### src/rtl/core/urlpd_pkg.sv
// ----------------------------------------------------------------------------
// urlpd_pkg
// Shared types, constants and helpers for the percent-decoder with UTF-8
// code point assembly.
// ----------------------------------------------------------------------------
package urlpd_pkg;

  localparam int unsigned ChW     = 21;
  localparam int unsigned PosW    = 5;
  localparam int unsigned TdataW  = 24;

  localparam logic [ChW-1:0] ChPercent = 21'h25;
  localparam logic [ChW-1:0] ChPlus    = 21'h2B;
  localparam logic [ChW-1:0] ChSpace   = 21'h20;
  localparam logic [ChW-1:0] ChNine    = 21'h39;

  // sequence position codes; 3..17 count remaining continuation characters
  localparam logic [PosW-1:0] SEQ_IDLE = 5'd0;
  localparam logic [PosW-1:0] SEQ_HI   = 5'd1;
  localparam logic [PosW-1:0] SEQ_LO   = 5'd2;
  localparam logic [PosW-1:0] SEQ_LAST = 5'd3;
  localparam logic [PosW-1:0] SEQ_MAX  = 5'd17;
  localparam logic [PosW-1:0] SEQ_G1   = 5'd5;
  localparam logic [PosW-1:0] SEQ_G2   = 5'd8;
  localparam logic [PosW-1:0] SEQ_G3   = 5'd11;
  localparam logic [PosW-1:0] SEQ_G4   = 5'd14;
  localparam logic [PosW-1:0] SEQ_G5   = 5'd17;

  // slot within a continuation group
  localparam logic [1:0] SLOT_PCT = 2'd0;
  localparam logic [1:0] SLOT_LO  = 2'd1;
  localparam logic [1:0] SLOT_HI  = 2'd2;

  typedef struct packed {
    logic [ChW-1:0] code_point;
    logic           bad_lead;
  } result_t;

  function automatic logic [3:0] hex_nibble(input logic [ChW-1:0] c);
    logic [3:0] v;
    if (c > ChNine) begin
      v = c[3:0] + 4'd9;
    end else begin
      v = c[3:0];
    end
    return v;
  endfunction

  function automatic logic [1:0] group_slot(input logic [PosW-1:0] pos);
    logic [1:0] s;
    unique case (pos)
      5'd3, 5'd6, 5'd9,  5'd12, 5'd15: s = SLOT_LO;
      5'd4, 5'd7, 5'd10, 5'd13, 5'd16: s = SLOT_HI;
      default:                         s = SLOT_PCT;
    endcase
    return s;
  endfunction

endpackage

### src/rtl/core/urlpd_step.sv
// ----------------------------------------------------------------------------
// urlpd_step
// Per-character decode: sequence state registers and the update logic that
// turns one registered character into at most one result.
// ----------------------------------------------------------------------------
module urlpd_step (
  input  logic                       clk_i,
  input  logic                       rst_ni,
  input  logic                       advance_i,
  input  logic [urlpd_pkg::ChW-1:0]  ch_i,
  input  logic                       eos_i,
  output logic                       emit_o,
  output urlpd_pkg::result_t         result_o
);

  logic [urlpd_pkg::PosW-1:0] pos_q, pos_d;
  logic [7:0]                 lead_q, lead_d;
  logic [3:0]                 nib_q, nib_d;
  logic [urlpd_pkg::ChW-1:0]  acc_q, acc_d;
  logic [3:0]                 hex;
  logic [7:0]                 byte_v;
  logic [1:0]                 slot;

  assign hex    = urlpd_pkg::hex_nibble(ch_i);
  assign byte_v = {nib_q, hex};
  assign slot   = urlpd_pkg::group_slot(pos_q);

  always_comb begin
    pos_d    = pos_q;
    lead_d   = lead_q;
    nib_d    = nib_q;
    acc_d    = acc_q;
    emit_o   = 1'b0;
    result_o = '0;

    if (pos_q == urlpd_pkg::SEQ_HI) begin
      nib_d = hex;
      pos_d = urlpd_pkg::SEQ_LO;
    end else if (pos_q == urlpd_pkg::SEQ_LO) begin
      lead_d = byte_v;
      priority if (byte_v[7:2] == 6'h3F) begin
        acc_d = '0;
        pos_d = urlpd_pkg::SEQ_G5;
      end else if (byte_v[7:3] == 5'h1F) begin
        acc_d = '0;
        pos_d = urlpd_pkg::SEQ_G4;
      end else if (byte_v[7:4] == 4'hF) begin
        acc_d = {18'd0, byte_v[2:0]};
        pos_d = urlpd_pkg::SEQ_G3;
      end else if (byte_v[7:5] == 3'h7) begin
        acc_d = {17'd0, byte_v[3:0]};
        pos_d = urlpd_pkg::SEQ_G2;
      end else if (byte_v[7:6] == 2'h3) begin
        acc_d = {16'd0, byte_v[4:0]};
        pos_d = urlpd_pkg::SEQ_G1;
      end else begin
        emit_o              = 1'b1;
        result_o.code_point = {13'd0, byte_v};
        pos_d               = urlpd_pkg::SEQ_IDLE;
      end
    end else if (pos_q >= urlpd_pkg::SEQ_LAST && pos_q <= urlpd_pkg::SEQ_MAX) begin
      if (slot == urlpd_pkg::SLOT_HI) begin
        nib_d = hex;
      end else if (slot == urlpd_pkg::SLOT_LO) begin
        acc_d = {acc_q[14:0], byte_v[5:0]};
      end
      if (pos_q == urlpd_pkg::SEQ_LAST) begin
        pos_d  = urlpd_pkg::SEQ_IDLE;
        emit_o = 1'b1;
        if (lead_q[7:3] == 5'h1F) begin
          result_o.bad_lead = 1'b1;
        end else begin
          result_o.code_point = acc_d;
        end
      end else begin
        pos_d = pos_q - 5'd1;
      end
    end else begin
      pos_d = urlpd_pkg::SEQ_IDLE;
      if (ch_i == urlpd_pkg::ChPercent) begin
        pos_d = urlpd_pkg::SEQ_HI;
      end else if (ch_i == urlpd_pkg::ChPlus) begin
        emit_o              = 1'b1;
        result_o.code_point = urlpd_pkg::ChSpace;
      end else begin
        emit_o              = 1'b1;
        result_o.code_point = ch_i;
      end
    end

    if (eos_i) begin
      pos_d  = urlpd_pkg::SEQ_IDLE;
      lead_d = '0;
      nib_d  = '0;
      acc_d  = '0;
    end
  end

  always_ff @(posedge clk_i or negedge rst_ni) begin
    if (!rst_ni) begin
      pos_q  <= urlpd_pkg::SEQ_IDLE;
      lead_q <= '0;
      nib_q  <= '0;
      acc_q  <= '0;
    end else if (advance_i) begin
      pos_q  <= pos_d;
      lead_q <= lead_d;
      nib_q  <= nib_d;
      acc_q  <= acc_d;
    end
  end

endmodule

### src/rtl/core/urlpd_out_reg.sv
// ----------------------------------------------------------------------------
// urlpd_out_reg
// Result register on the master side; holds a result until it is taken.
// ----------------------------------------------------------------------------
module urlpd_out_reg (
  input  logic                clk_i,
  input  logic                rst_ni,
  input  logic                load_i,
  input  urlpd_pkg::result_t  result_i,
  output logic                room_o,
  output logic                valid_o,
  input  logic                ready_i,
  output urlpd_pkg::result_t  result_o
);

  logic               vld_q, vld_d;
  urlpd_pkg::result_t res_q;

  assign room_o  = !vld_q || ready_i;
  assign valid_o = vld_q;
  assign result_o = res_q;

  always_comb begin
    vld_d = vld_q;
    if (load_i) begin
      vld_d = 1'b1;
    end else if (ready_i) begin
      vld_d = 1'b0;
    end
  end

  always_ff @(posedge clk_i or negedge rst_ni) begin
    if (!rst_ni) begin
      vld_q <= 1'b0;
    end else begin
      vld_q <= vld_d;
    end
  end

  always_ff @(posedge clk_i) begin
    if (load_i) begin
      res_q <= result_i;
    end
  end

endmodule

### src/rtl/core/url_percent_utf8_decoder_core.sv
// ----------------------------------------------------------------------------
// url_percent_utf8_decoder_core
// Percent-decoder for one character per item with UTF-8 code point assembly.
// ----------------------------------------------------------------------------
// One character enters per cycle while the output is not stalled; it is held
// in the input register and its result in the result register. The block
// sustains one item per cycle under that condition; the rate is set by the
// single update of the sequence state, which each character passes once. A
// character that only opens or continues a percent sequence gives no result;
// the code point appears with the character that completes it. tlast on the
// input drops any unfinished sequence after that character is handled.
module url_percent_utf8_decoder_core (
  input  logic        clk_i,
  input  logic        rst_ni,
  input  logic        s_axis_tvalid_i,
  output logic        s_axis_tready_o,
  input  logic [23:0] s_axis_tdata_i,  // [20:0] ch, [23:21] zero
  input  logic        s_axis_tlast_i,  // end_of_string
  output logic        m_axis_tvalid_o,
  input  logic        m_axis_tready_i,
  output logic [23:0] m_axis_tdata_o,  // [20:0] code_point, [23:21] zero
  output logic        m_axis_tuser_o   // bad_lead
);

  logic                      in_vld_q, in_vld_d;
  logic [urlpd_pkg::ChW-1:0] in_ch_q;
  logic                      in_eos_q;
  logic                      advance;
  logic                      out_room;
  logic                      emit;
  logic                      s_take;
  urlpd_pkg::result_t        step_res;
  urlpd_pkg::result_t        out_res;

  assign advance         = in_vld_q && out_room;
  assign s_axis_tready_o = !in_vld_q || advance;
  assign s_take          = s_axis_tvalid_i && s_axis_tready_o;

  always_comb begin
    in_vld_d = in_vld_q;
    if (s_take) begin
      in_vld_d = 1'b1;
    end else if (advance) begin
      in_vld_d = 1'b0;
    end
  end

  always_ff @(posedge clk_i or negedge rst_ni) begin
    if (!rst_ni) begin
      in_vld_q <= 1'b0;
    end else begin
      in_vld_q <= in_vld_d;
    end
  end

  always_ff @(posedge clk_i) begin
    if (s_take) begin
      in_ch_q  <= s_axis_tdata_i[urlpd_pkg::ChW-1:0];
      in_eos_q <= s_axis_tlast_i;
    end
  end

  urlpd_step u_step (
    .clk_i     (clk_i),
    .rst_ni    (rst_ni),
    .advance_i (advance),
    .ch_i      (in_ch_q),
    .eos_i     (in_eos_q),
    .emit_o    (emit),
    .result_o  (step_res)
  );

  urlpd_out_reg u_out (
    .clk_i    (clk_i),
    .rst_ni   (rst_ni),
    .load_i   (advance && emit),
    .result_i (step_res),
    .room_o   (out_room),
    .valid_o  (m_axis_tvalid_o),
    .ready_i  (m_axis_tready_i),
    .result_o (out_res)
  );

  assign m_axis_tdata_o = {3'd0, out_res.code_point};
  assign m_axis_tuser_o = out_res.bad_lead;

  a_bad_is_zero : assert property (@(posedge clk_i) disable iff (!rst_ni)
    (m_axis_tvalid_o && m_axis_tuser_o) |-> (m_axis_tdata_o == 24'd0))
    else $error("bad_lead result carries a nonzero code point");

  a_take_frees_slot : assert property (@(posedge clk_i) disable iff (!rst_ni)
    s_take |-> (!in_vld_q || advance))
    else $error("item taken while input register is occupied");

  a_hold_stalled : assert property (@(posedge clk_i) disable iff (!rst_ni)
    (in_vld_q && !advance) |=> (in_vld_q && $stable(in_ch_q) && $stable(in_eos_q)))
    else $error("stalled input item changed");

endmodule

### config.mk
export PLATFORM = sky130hd
export DESIGN_NAME = url_percent_utf8_decoder_core
export DESIGN_NICKNAME = d
export VERILOG_FILES = /design/src/rtl/core/urlpd_pkg.sv /design/src/rtl/core/urlpd_step.sv /design/src/rtl/core/urlpd_out_reg.sv /design/src/rtl/core/url_percent_utf8_decoder_core.sv
export SDC_FILE = /design/constraint.sdc
export NUM_CORES = 1
export LEC_CHECK = 0
export BUFFER_PORTS_ARGS = -buffer_cell sky130_fd_sc_hd__buf_2
export CAP_MARGIN = 25
export CORE_UTILIZATION = 64
export CTS_BUF_LIST = sky130_fd_sc_hd__clkbuf_2 sky130_fd_sc_hd__clkbuf_4 sky130_fd_sc_hd__clkbuf_8
export DETAILED_ROUTE_END_ITERATION = 6
export HOLD_SLACK_MARGIN = 0.1
export PLACE_DENSITY = 0.86
export SYNTH_ARGS = -nofsm -noshare
export SYNTH_HDL_FRONTEND = slang
export SYNTH_SLANG_ARGS = --single-unit
export TNS_END_PERCENT = 20
### constraint.sdc
create_clock -name clk_i -period 5.49 [get_ports clk_i]
set_input_delay 1.647 -clock clk_i [delete_from_list [all_inputs] [get_ports clk_i]]
set_output_delay 1.647 -clock clk_i [all_outputs]
set_load 0.05 [all_outputs]
==> Yosys cells after proc, flatten, opt, wreduce, memory -nomap -nowiden <==
Memories as Yosys holds them, arrays and structs flattened.
Index checks and enable logic that the tools add are counted.
{ "classes": {"order_cmp": 3, "n_reduce_logical": 18, "eq_ne": 16, "bitwise_logic": 2, "addsub": 2, "n_mux": 57} }
{ "op_table": {"columns": ["operator", "count"], "rows": [
  ["21-bit two-way mux", 20],
  ["5-bit two-way mux", 9],
  ["21-bit by 6-bit equality test with 1-bit output, second input constant", 2],
  ["8-bit two-way mux", 4],
  ["4-bit two-way mux", 6],
  ["22-bit two-way mux", 1],
  ["21-bit by 6-bit > comparator with 1-bit output, second input constant", 1],
  ["1-bit two-way mux", 16],
  ["5-bit by 2-bit equality test with 1-bit output, second input constant", 2],
  ["5-bit equality test, second input constant", 2],
  ["3-bit nonzero test", 3],
  ["4-bit AND reduction", 2],
  ["7-bit inequality test, second input constant", 1],
  ["6-bit equality test, second input constant", 1],
  ["2-bit nonzero test", 3],
  ["5-bit by 1-bit equality test with 1-bit output, second input constant", 1],
  ["5-bit by 2-bit greater-or-equal comparator with 1-bit output, second input constant", 1],
  ["5-bit <= comparator, second input constant", 1],
  ["5-bit by 1-bit subtractor with 5-bit output, second input constant", 1],
  ["4-bit adder, second input constant", 1],
  ["2-bit equality test, second input constant", 2],
  ["4-bit equality test, second input constant", 1],
  ["1-bit logical AND", 4],
  ["4-bit OR reduction", 1],
  ["other kinds (9)", 12]
]} }
{ "word_totals": {"ff_bits": 84, "memories": 1, "rom_bits": 64, "word_cells": 109, "in_bits": 29} }
{ "mem_list": {"columns": ["memory", "words", "word_bits", "rd", "rd_clocked_by_memory_dff", "write_ports", "line", "source"], "rows": [
  ["(no name shown)", 32, 2, 1, 0, 0, "urlpd_pkg.sv:51", "unique case (pos)"]
]} }

==> Longest topological paths before layout <==
Gate-level depths: netlist of the first run.
{ "logic_depth": {"ltp_word": 10, "depth_mapped": 11} }

==> By module <==
From an unflattened synthesis of the first run, not the netlist that was laid out.
{ "hier_totals": {"hier_cells": 385, "hier_area_um2": 4189.0} }
{ "modules_own_cells": {"columns": ["module", "area_each_um2", "n_inst", "cells_per_inst"], "rows": [
  ["urlpd_step", 2727.6, 1, 328],
  ["url_percent_utf8_decoder_core", 753.2, 1, 32],
  ["urlpd_out_reg", 708.2, 1, 25]
]} }

==> Worst setup path before layout of the first run <==
No wires, ideal clock.
{ "synth_timing": {"kind": "input-to-output", "start": "input port m_axis_tready_i", "end": "output port s_axis_tready_o", "t_arrival_ns": 2.130, "setup_slack_ns": 1.713, "required_ns": 3.843, "stages": 1, "cell_sequence": "nand3b_1"} }
{ "synth_between": {"elab_chain_cells": 3} }
{ "synth_lines": {"columns": ["item", "line", "source"], "rows": [
  ["from (decl)", "url_percent_utf8_decoder_core.sv:20", "input logic m_axis_tready_i,"],
  ["1-bit logical OR", "urlpd_out_reg.sv:19", "assign room_o = !vld_q || ready_i;"],
  ["1-bit logical AND", "url_percent_utf8_decoder_core.sv:35", "assign advance = in_vld_q && out_room;"],
  ["1-bit logical OR", "url_percent_utf8_decoder_core.sv:36", "assign s_axis_tready_o = !in_vld_q || advance;"],
  ["to (decl)", "url_percent_utf8_decoder_core.sv:16", "output logic s_axis_tready_o,"]
]} }
Every way passes these cells.

==> Worst setup path in the final report of the first run <==
Same ends and word-level chain as after synthesis.

==> results of run 1 <==
==> layout make-up <==
class | count | area, µm² | area share
clock inverters | 7 | 53.80 | 0.01198
multi-input cells | 249 | 1655 | 0.3686
repair buffers | 51 | 267.8 | 0.05963
clock buffers | 9 | 123.9 | 0.02758
inverters | 13 | 48.80 | 0.01087
well taps | 75 | 93.84 | 0.02090
flip-flops and latches | 81 | 2247 | 0.5004
==> cells by family after synthesis <==
| logic type | share of synthesized area |
|---|---|
| AOI/OAI and AO/OA | 0.2059 |
| and+or+nand+nor | 0.1294 |
| DFF | 0.5535 |
| buffers and inverters | 0.04129 |
| muxes | 0.04530 |
| adders and majority gates | 0.02157 |
| other | 0.0009236 |
| xor gates and xnor gates | 0.002158 |
==> layer usage <==
metal	vias up	part of all wire	routed length, µm	global-route usage
li1	1476	-	-	-
met2	207	0.45	4269	0.4400
met4	0	0.014	131	0.1140
met3	21	0.084	792	0.05000
met5	-	0	0	0
met1	1556	0.45	4288	0.4704
==> cell usage in the layout, fill, tap and decap left out, types with 4 or more instances in the layout <==
cell type / Yosys / layout
o31ai_1: 5 / 5
dfrtp_1: 37 / 37
buf_2: 8 / 49
ha_1: 7 / 7
mux2i_1: 15 / 15
nor2_1: 18 / 17
o22ai_1: 4 / 4
nand2_1: 37 / 37
a31o_2: 4 / 4
o2bb2ai_1: 5 / 5
clkbuf_8: 0 / 9
edfxtp_1: 44 / 44
inv_1: 13 / 13
o21ai_0: 32 / 32
a22o_1: 20 / 20
a21oi_1: 14 / 14
nand3_1: 4 / 4
nand2b_1: 6 / 6
nor3_1: 5 / 5
nor4_1: 7 / 7
==> worst max-delay path, stage by stage <==
cell	delay, ps
buf_2	100
nand3b_1	180
buf_2	230
==> worst paths after layout <==
kind / startpoint / to / slack, ps / cells past startpoint
setup / recovery: m_axis_tready_i / s_axis_tready_o / 1680 / 3
setup reg to reg: u_step.pos_q[1] / u_step.acc_q[3] / 2350 / 8
min in group asynchronous: rst_ni / u_step.acc_q[20] / 1400 / 1
max in group asynchronous: rst_ni / u_step.pos_q[0] / 3540 / 1
hold / removal: u_step.lead_q[6] / u_step.lead_q[6] / 490 / 2
hold reg to reg: u_step.lead_q[6] / u_step.lead_q[6] / 490 / 2
==> where the power goes <==
| group | total, mW | switching [mW] | internal [mW] |
|---|---|---|---|
| registers | 1.02 | 0.126 | 0.894 |
| clock network | 0.389 | 0.222 | 0.167 |
| logic | 1.56 | 1.11 | 0.455 |
| total | 2.97 | 1.46 | 1.52 |
==> sequential cells by signal (all words and copies together) (netlist names) <==
| name | count |
|---|---|
| in_eos_q | 1 |
| u_step.pos_q | 5 |
| u_step.acc_q | 21 |
| in_ch_q | 21 |
| u_step.nib_q | 4 |
| in_vld_q | 1 |
| u_step.lead_q | 5 |
| u_out.valid_o | 1 |
| u_out.result_o | 22 |
==> cell usage after synthesis (2+ instances only) <==
| master | n |
|---|---|
| a22oi_1 | 3 |
| o211a_1 | 2 |
| a31oi_1 | 2 |
| nor4_1 | 7 |
| nand4b_1 | 3 |
| or3_1 | 3 |
| a32o_1 | 2 |
| o41ai_1 | 3 |
| a31o_2 | 4 |
| o21ba_2 | 2 |
| ha_1 | 7 |
| and2_1 | 3 |
| a21oi_1 | 14 |
| buf_2 | 8 |
| nand4_1 | 2 |
| a32oi_1 | 2 |
| o2bb2ai_1 | 5 |
| buf_4 | 3 |
| nand3b_1 | 2 |
| nand2_1 | 37 |
| nand3_1 | 4 |
| nor3_1 | 5 |
| nand2b_1 | 6 |
| o211ai_1 | 2 |
| o21ai_0 | 32 |
| mux2i_1 | 15 |
| dfrtp_1 | 37 |
| nor2_1 | 18 |
| a221o_1 | 2 |
| nor2b_1 | 2 |
| edfxtp_1 | 44 |
| and3_1 | 3 |
| inv_1 | 13 |
| clkbuf_1 | 9 |
| o22ai_1 | 4 |
| o21a_1 | 3 |
| buf_6 | 2 |
| o31ai_1 | 5 |
| a22o_1 | 20 |
==> results.sh, run 1 <==
export IMPL_placed_cells_incl_taps=468
export IMPL_clkSinkCount=81
export IMPL_postSynthAreaPerCell_um2=11.18
export IMPL_netlist_area_leader_share=0.3254
export IMPL_wl_mm=9.482
export IMPL_drtIter0Drc=465
export IMPL_yosysSeqAreaShare=0.5535
export IMPL_place_area_mm2=0.004298
export IMPL_cts_buffers_inserted=9
export IMPL_worst_slew_pin_slew_ps=914.8
export IMPL_synthTopCellsByArea="edfxtp_1, dfrtp_1, a22o_1"
export IMPL_fmax_mhz=262.6
export IMPL_p_per_area_mw_per_mm2=662.0
export IMPL_path_clk_slew_ps=80
export IMPL_dieArea_mm2=0.006667
export IMPL_layout_setup_ws_ps=1682
export IMPL_htree_levels=3
export IMPL_core_area_mm2=0.006026
export IMPL_hold_path_class="reg -> reg"
export IMPL_crit_path_end_kind="primary output"
export IMPL_rows=28
export IMPL_worst_clock_skew_ps=9.771
export IMPL_cts_setup_buffers=0
export IMPL_antenna_found_initial=0
export IMPL_grt_usage=0.3075
export IMPL_start_util=0.6738
export IMPL_final_min_clock_period_ps=3808
export IMPL_status="completed"
export IMPL_insertion_delay_ps=350
export IMPL_die_h_um=81.65
export IMPL_ys_warn_count=0
export IMPL_ant_nets=0
export IMPL_syn2layout_area_growth_pct=10.60
export IMPL_critical_path_arrival_ps=2160
export IMPL_hold_viol_final=0
export IMPL_first_pass_iters=6
export IMPL_post_route_util=0.7452
export IMPL_synth_edf_count=44
export IMPL_num_vias=3260
export IMPL_synth_area_mm2=0.004060
export IMPL_clockBufferDepth=2
export IMPL_yosys_area_top_type="edfxtp_1"
export IMPL_drive_gt1_frac=0.1927
export IMPL_wl_per_cell_um=19.55
export IMPL_crit_fanout=3
export IMPL_grt_pass1_wl_mm=14.77
export IMPL_hold_ws_ps=487.9
export IMPL_post_cts_resized=0
export IMPL_place_gp_congestion=0.9890
export IMPL_grt_overflow=0
export IMPL_crit_type="in -> out"
export IMPL_syn_inst=363
export IMPL_stdcell_count=485
export IMPL_detailedPlace_worstSlack_ps=1685
export IMPL_fin_crit_sh=0.6937
export IMPL_ys_flop_type="edfxtp_1"
export IMPL_grt_max_degree=38
export IMPL_fin_area_mm2=0.004491
export IMPL_grt_pass1_vias=2847
export IMPL_slew_headroom=0.3901
export IMPL_ys_seq_elements=81
export IMPL_ys_async_sr_fraction=0.4568
export IMPL_maxCapViolCount=0
export IMPL_yosysUniqueCellTypes=62
export IMPL_tritoncts="built"
export IMPL_fin_total_pwr_mw=2.973
export IMPL_power_leakage_nw=1.806
export IMPL_drc=0
export IMPL_cts_root_buf="clkbuf_8"
export IMPL_setup_tns_ps=0
export IMPL_hpwl_mm=6.868
export IMPL_ioPinCount=56
export IMPL_nets=441
export IMPL_drv_slew=0
export IMPL_antenna_cells=0
export IMPL_ir_drop_mv=0.4938
export IMPL_final_setup_viol_count=0
export IMPL_viasPerCell=6.722
export IMPL_fillers=452
export IMPL_hold_buffers=0
export IMPL_start_kind="input pin"
export IMPL_crit_required_ps=3840
export IMPL_portBuffers=49
export IMPL_rsz0062_at_grt="no"
export IMPL_chipWidth_um=81.65
Power figures use the tool's default switching activity.
==> run 2, diff against run 1 <==
--- a/config.mk
+++ b/config.mk
@@ -7,11 +7,11 @@
 export LEC_CHECK = 0
 export BUFFER_PORTS_ARGS = -buffer_cell sky130_fd_sc_hd__buf_2
 export CAP_MARGIN = 25
-export CORE_UTILIZATION = 64
+export CORE_UTILIZATION = 54
 export CTS_BUF_LIST = sky130_fd_sc_hd__clkbuf_2 sky130_fd_sc_hd__clkbuf_4 sky130_fd_sc_hd__clkbuf_8
 export DETAILED_ROUTE_END_ITERATION = 6
 export HOLD_SLACK_MARGIN = 0.1
-export PLACE_DENSITY = 0.86
+export PLACE_DENSITY = 0.77
 export SYNTH_ARGS = -nofsm -noshare
 export SYNTH_HDL_FRONTEND = slang
 export SYNTH_SLANG_ARGS = --single-unit
==> constraint.sdc (replaced) <==
create_clock -name clk_i -period 3.5 [get_ports clk_i]
set_input_delay 1.05 -clock clk_i [delete_from_list [all_inputs] [get_ports clk_i]]
set_output_delay 1.05 -clock clk_i [all_outputs]
set_load 0.05 [all_outputs]
==> results.sh, run 2 (synthesized netlist as in run 1, its figures left out) <==
export IMPL_status="completed"
export IMPL_cp_buffers_inverters=1
export IMPL_start_util=0.5598
export IMPL_final_setup_viol_count=0
export IMPL_final_min_clock_period_ps=3127
export IMPL_crit_required_ps=3740
export IMPL_drv_slew=0
export IMPL_largest_reg_flops=22
export IMPL_start_kind="register"
export IMPL_drc=0
export IMPL_antenna_found_initial=0
export IMPL_p_sw_mw=2.302
export IMPL_wl_per_cell_um=17.87
export IMPL_portBuffers=49
export IMPL_ioPinCount=56
export IMPL_clkPwrFrac=0.133
export IMPL_layout_common_cells="buf_2, edfxtp_1, nand2_1, dfrtp_1, o21ai_0"
export IMPL_post_route_util=0.6322
export IMPL_viasPerCell=6.179
export IMPL_rsz0062_at_grt="no"
export IMPL_critical_path_arrival_ps=3360
export IMPL_grt_pass1_wl_mm=14.53
export IMPL_dieArea_mm2=0.007869
export IMPL_num_vias=3182
export IMPL_wl_mm=9.205
export IMPL_post_cts_resized=0
export IMPL_crit_fanout=20
export IMPL_hold_buffers=0
export IMPL_grt_overflow=0
export IMPL_chipWidth_um=88.71
export IMPL_place_area_mm2=0.004400
export IMPL_cpLargestDelayFamily="simple AND/OR/NAND/NOR gates"
export IMPL_grt_max_degree=38
export IMPL_worst_clock_skew_ps=15.01
export IMPL_clockBufferDepth=2
export IMPL_grt_pass1_vias=2770
export IMPL_cts_setup_buffers=0
export IMPL_rows=31
export IMPL_cts_buffers_inserted=9
export IMPL_p_per_area_mw_per_mm2=1043
export IMPL_fin_area_mm2=0.004586
export IMPL_power_leakage_nw=1.846
export IMPL_cp_depth=7
export IMPL_timing_hold_worst_path_depth=2
export IMPL_die_h_um=88.71
export IMPL_hpwl_mm=6.666
export IMPL_reg2reg_depth=7
export IMPL_crit_path_end_kind="register"
export IMPL_first_pass_iters=5
export IMPL_maxCapViolCount=0
export IMPL_setup_tns_ps=0
export IMPL_core_area_mm2=0.007253
export IMPL_hold_viol_final=0
export IMPL_htree_levels=3
export IMPL_crit_type="reg -> reg"
export IMPL_layout_setup_ws_ps=372.8
export IMPL_max_stage_delay_ps=770
export IMPL_hold_path_class="reg -> reg"
export IMPL_slew_headroom=0.4195
export IMPL_p_seq_frac=0.332
export IMPL_layout_commonest_cell="buf_2"
export IMPL_path_clk_slew_ps=80
export IMPL_worst_slew_pin_slew_ps=870.7
export IMPL_tritoncts="built"
export IMPL_fmax_mhz=319.8
export IMPL_cts_root_buf="clkbuf_8"
export IMPL_nets=447
export IMPL_fin_crit_sh=0.8935
export IMPL_slowest_stage="or4b_2"
export IMPL_ant_nets=0
export IMPL_clkSinkCount=81
export IMPL_internal_power_mw=2.481
export IMPL_place_gp_congestion=0.9452
export IMPL_hold_ws_ps=490.6
export IMPL_fillers=614
export IMPL_ir_drop_mv=0.4783
export IMPL_antenna_cells=0
export IMPL_drive_gt1_frac=0.2067
export IMPL_combPwrFrac=0.535
export IMPL_insertion_delay_ps=360
export IMPL_syn2layout_area_growth_pct=12.94
export IMPL_crit_chain="inv_1 > ha_1 > or4b_2 > nand3_2 > nor3_1 > a32o_1 > a221o_1"
export IMPL_grt_usage=0.2555
export IMPL_detailedPlace_worstSlack_ps=433.8
export IMPL_drtIter0Drc=422
export IMPL_p_sw_frac=0.4813
run 2: final timing paths:
| check | slack [ps] | endpoint | from |
|---|---|---|---|
| worst min register to register | 490 | u_step.lead_q[6] | u_step.lead_q[6] |
| worst min-delay path | 490 | u_step.lead_q[6] | u_step.lead_q[6] |
| max in group asynchronous | 2160 | u_step.acc_q[1] | rst_ni |
| min in group asynchronous | 790 | u_step.pos_q[3] | rst_ni |
| worst max-delay path | 370 | u_step.acc_q[2] | u_step.pos_q[1] |
| worst max register to register | 370 | u_step.acc_q[2] | u_step.pos_q[1] |
run 2: metal layers:
layer | wire length, µm | track usage
met4 | 176 | 0.09531
met5 | 0 | 0
met2 | 3925 | 0.3587
met3 | 774 | 0.04198
met1 | 4329 | 0.3964
run 2: power groups by stage:
stage	logic, mW	clock network (mW)	registers (mW)
floorplan	1.37	0	2.04
global placement	2.41	0	1.60
detailed placement	2.51	0	1.60
CTS	2.52	0.645	1.58
global route	2.77	0.679	1.63
finish	2.56	0.636	1.59
run 2: area by class of cell:
type,count,area [µm²],share of cell area
clock inverter,6,47.55,0.01037
sequential,81,2247,0.4900
multi-input combinational,249,1655,0.3610
inverter,13,48.80,0.01064
tap,99,123.9,0.02701
clock buffer,10,137.6,0.03001
timing repair buffer,57,325.3,0.07094
run 2: per-stage QoR:
stage,power (mW),instances
finish,4.784,515
floorplan,3.411,365
global route,5.074,515
global placement,4.011,498
CTS,4.750,515
detailed placement,4.110,499
run 2: worst register-to-register path, stage by stage, from the launching register on:
cell,delay (ps)
dfrtp_1,480
inv_1,150
ha_1,380
or4b_2,770
nand3_2,190
nor3_1,80
a32o_1,530
a221o_1,440
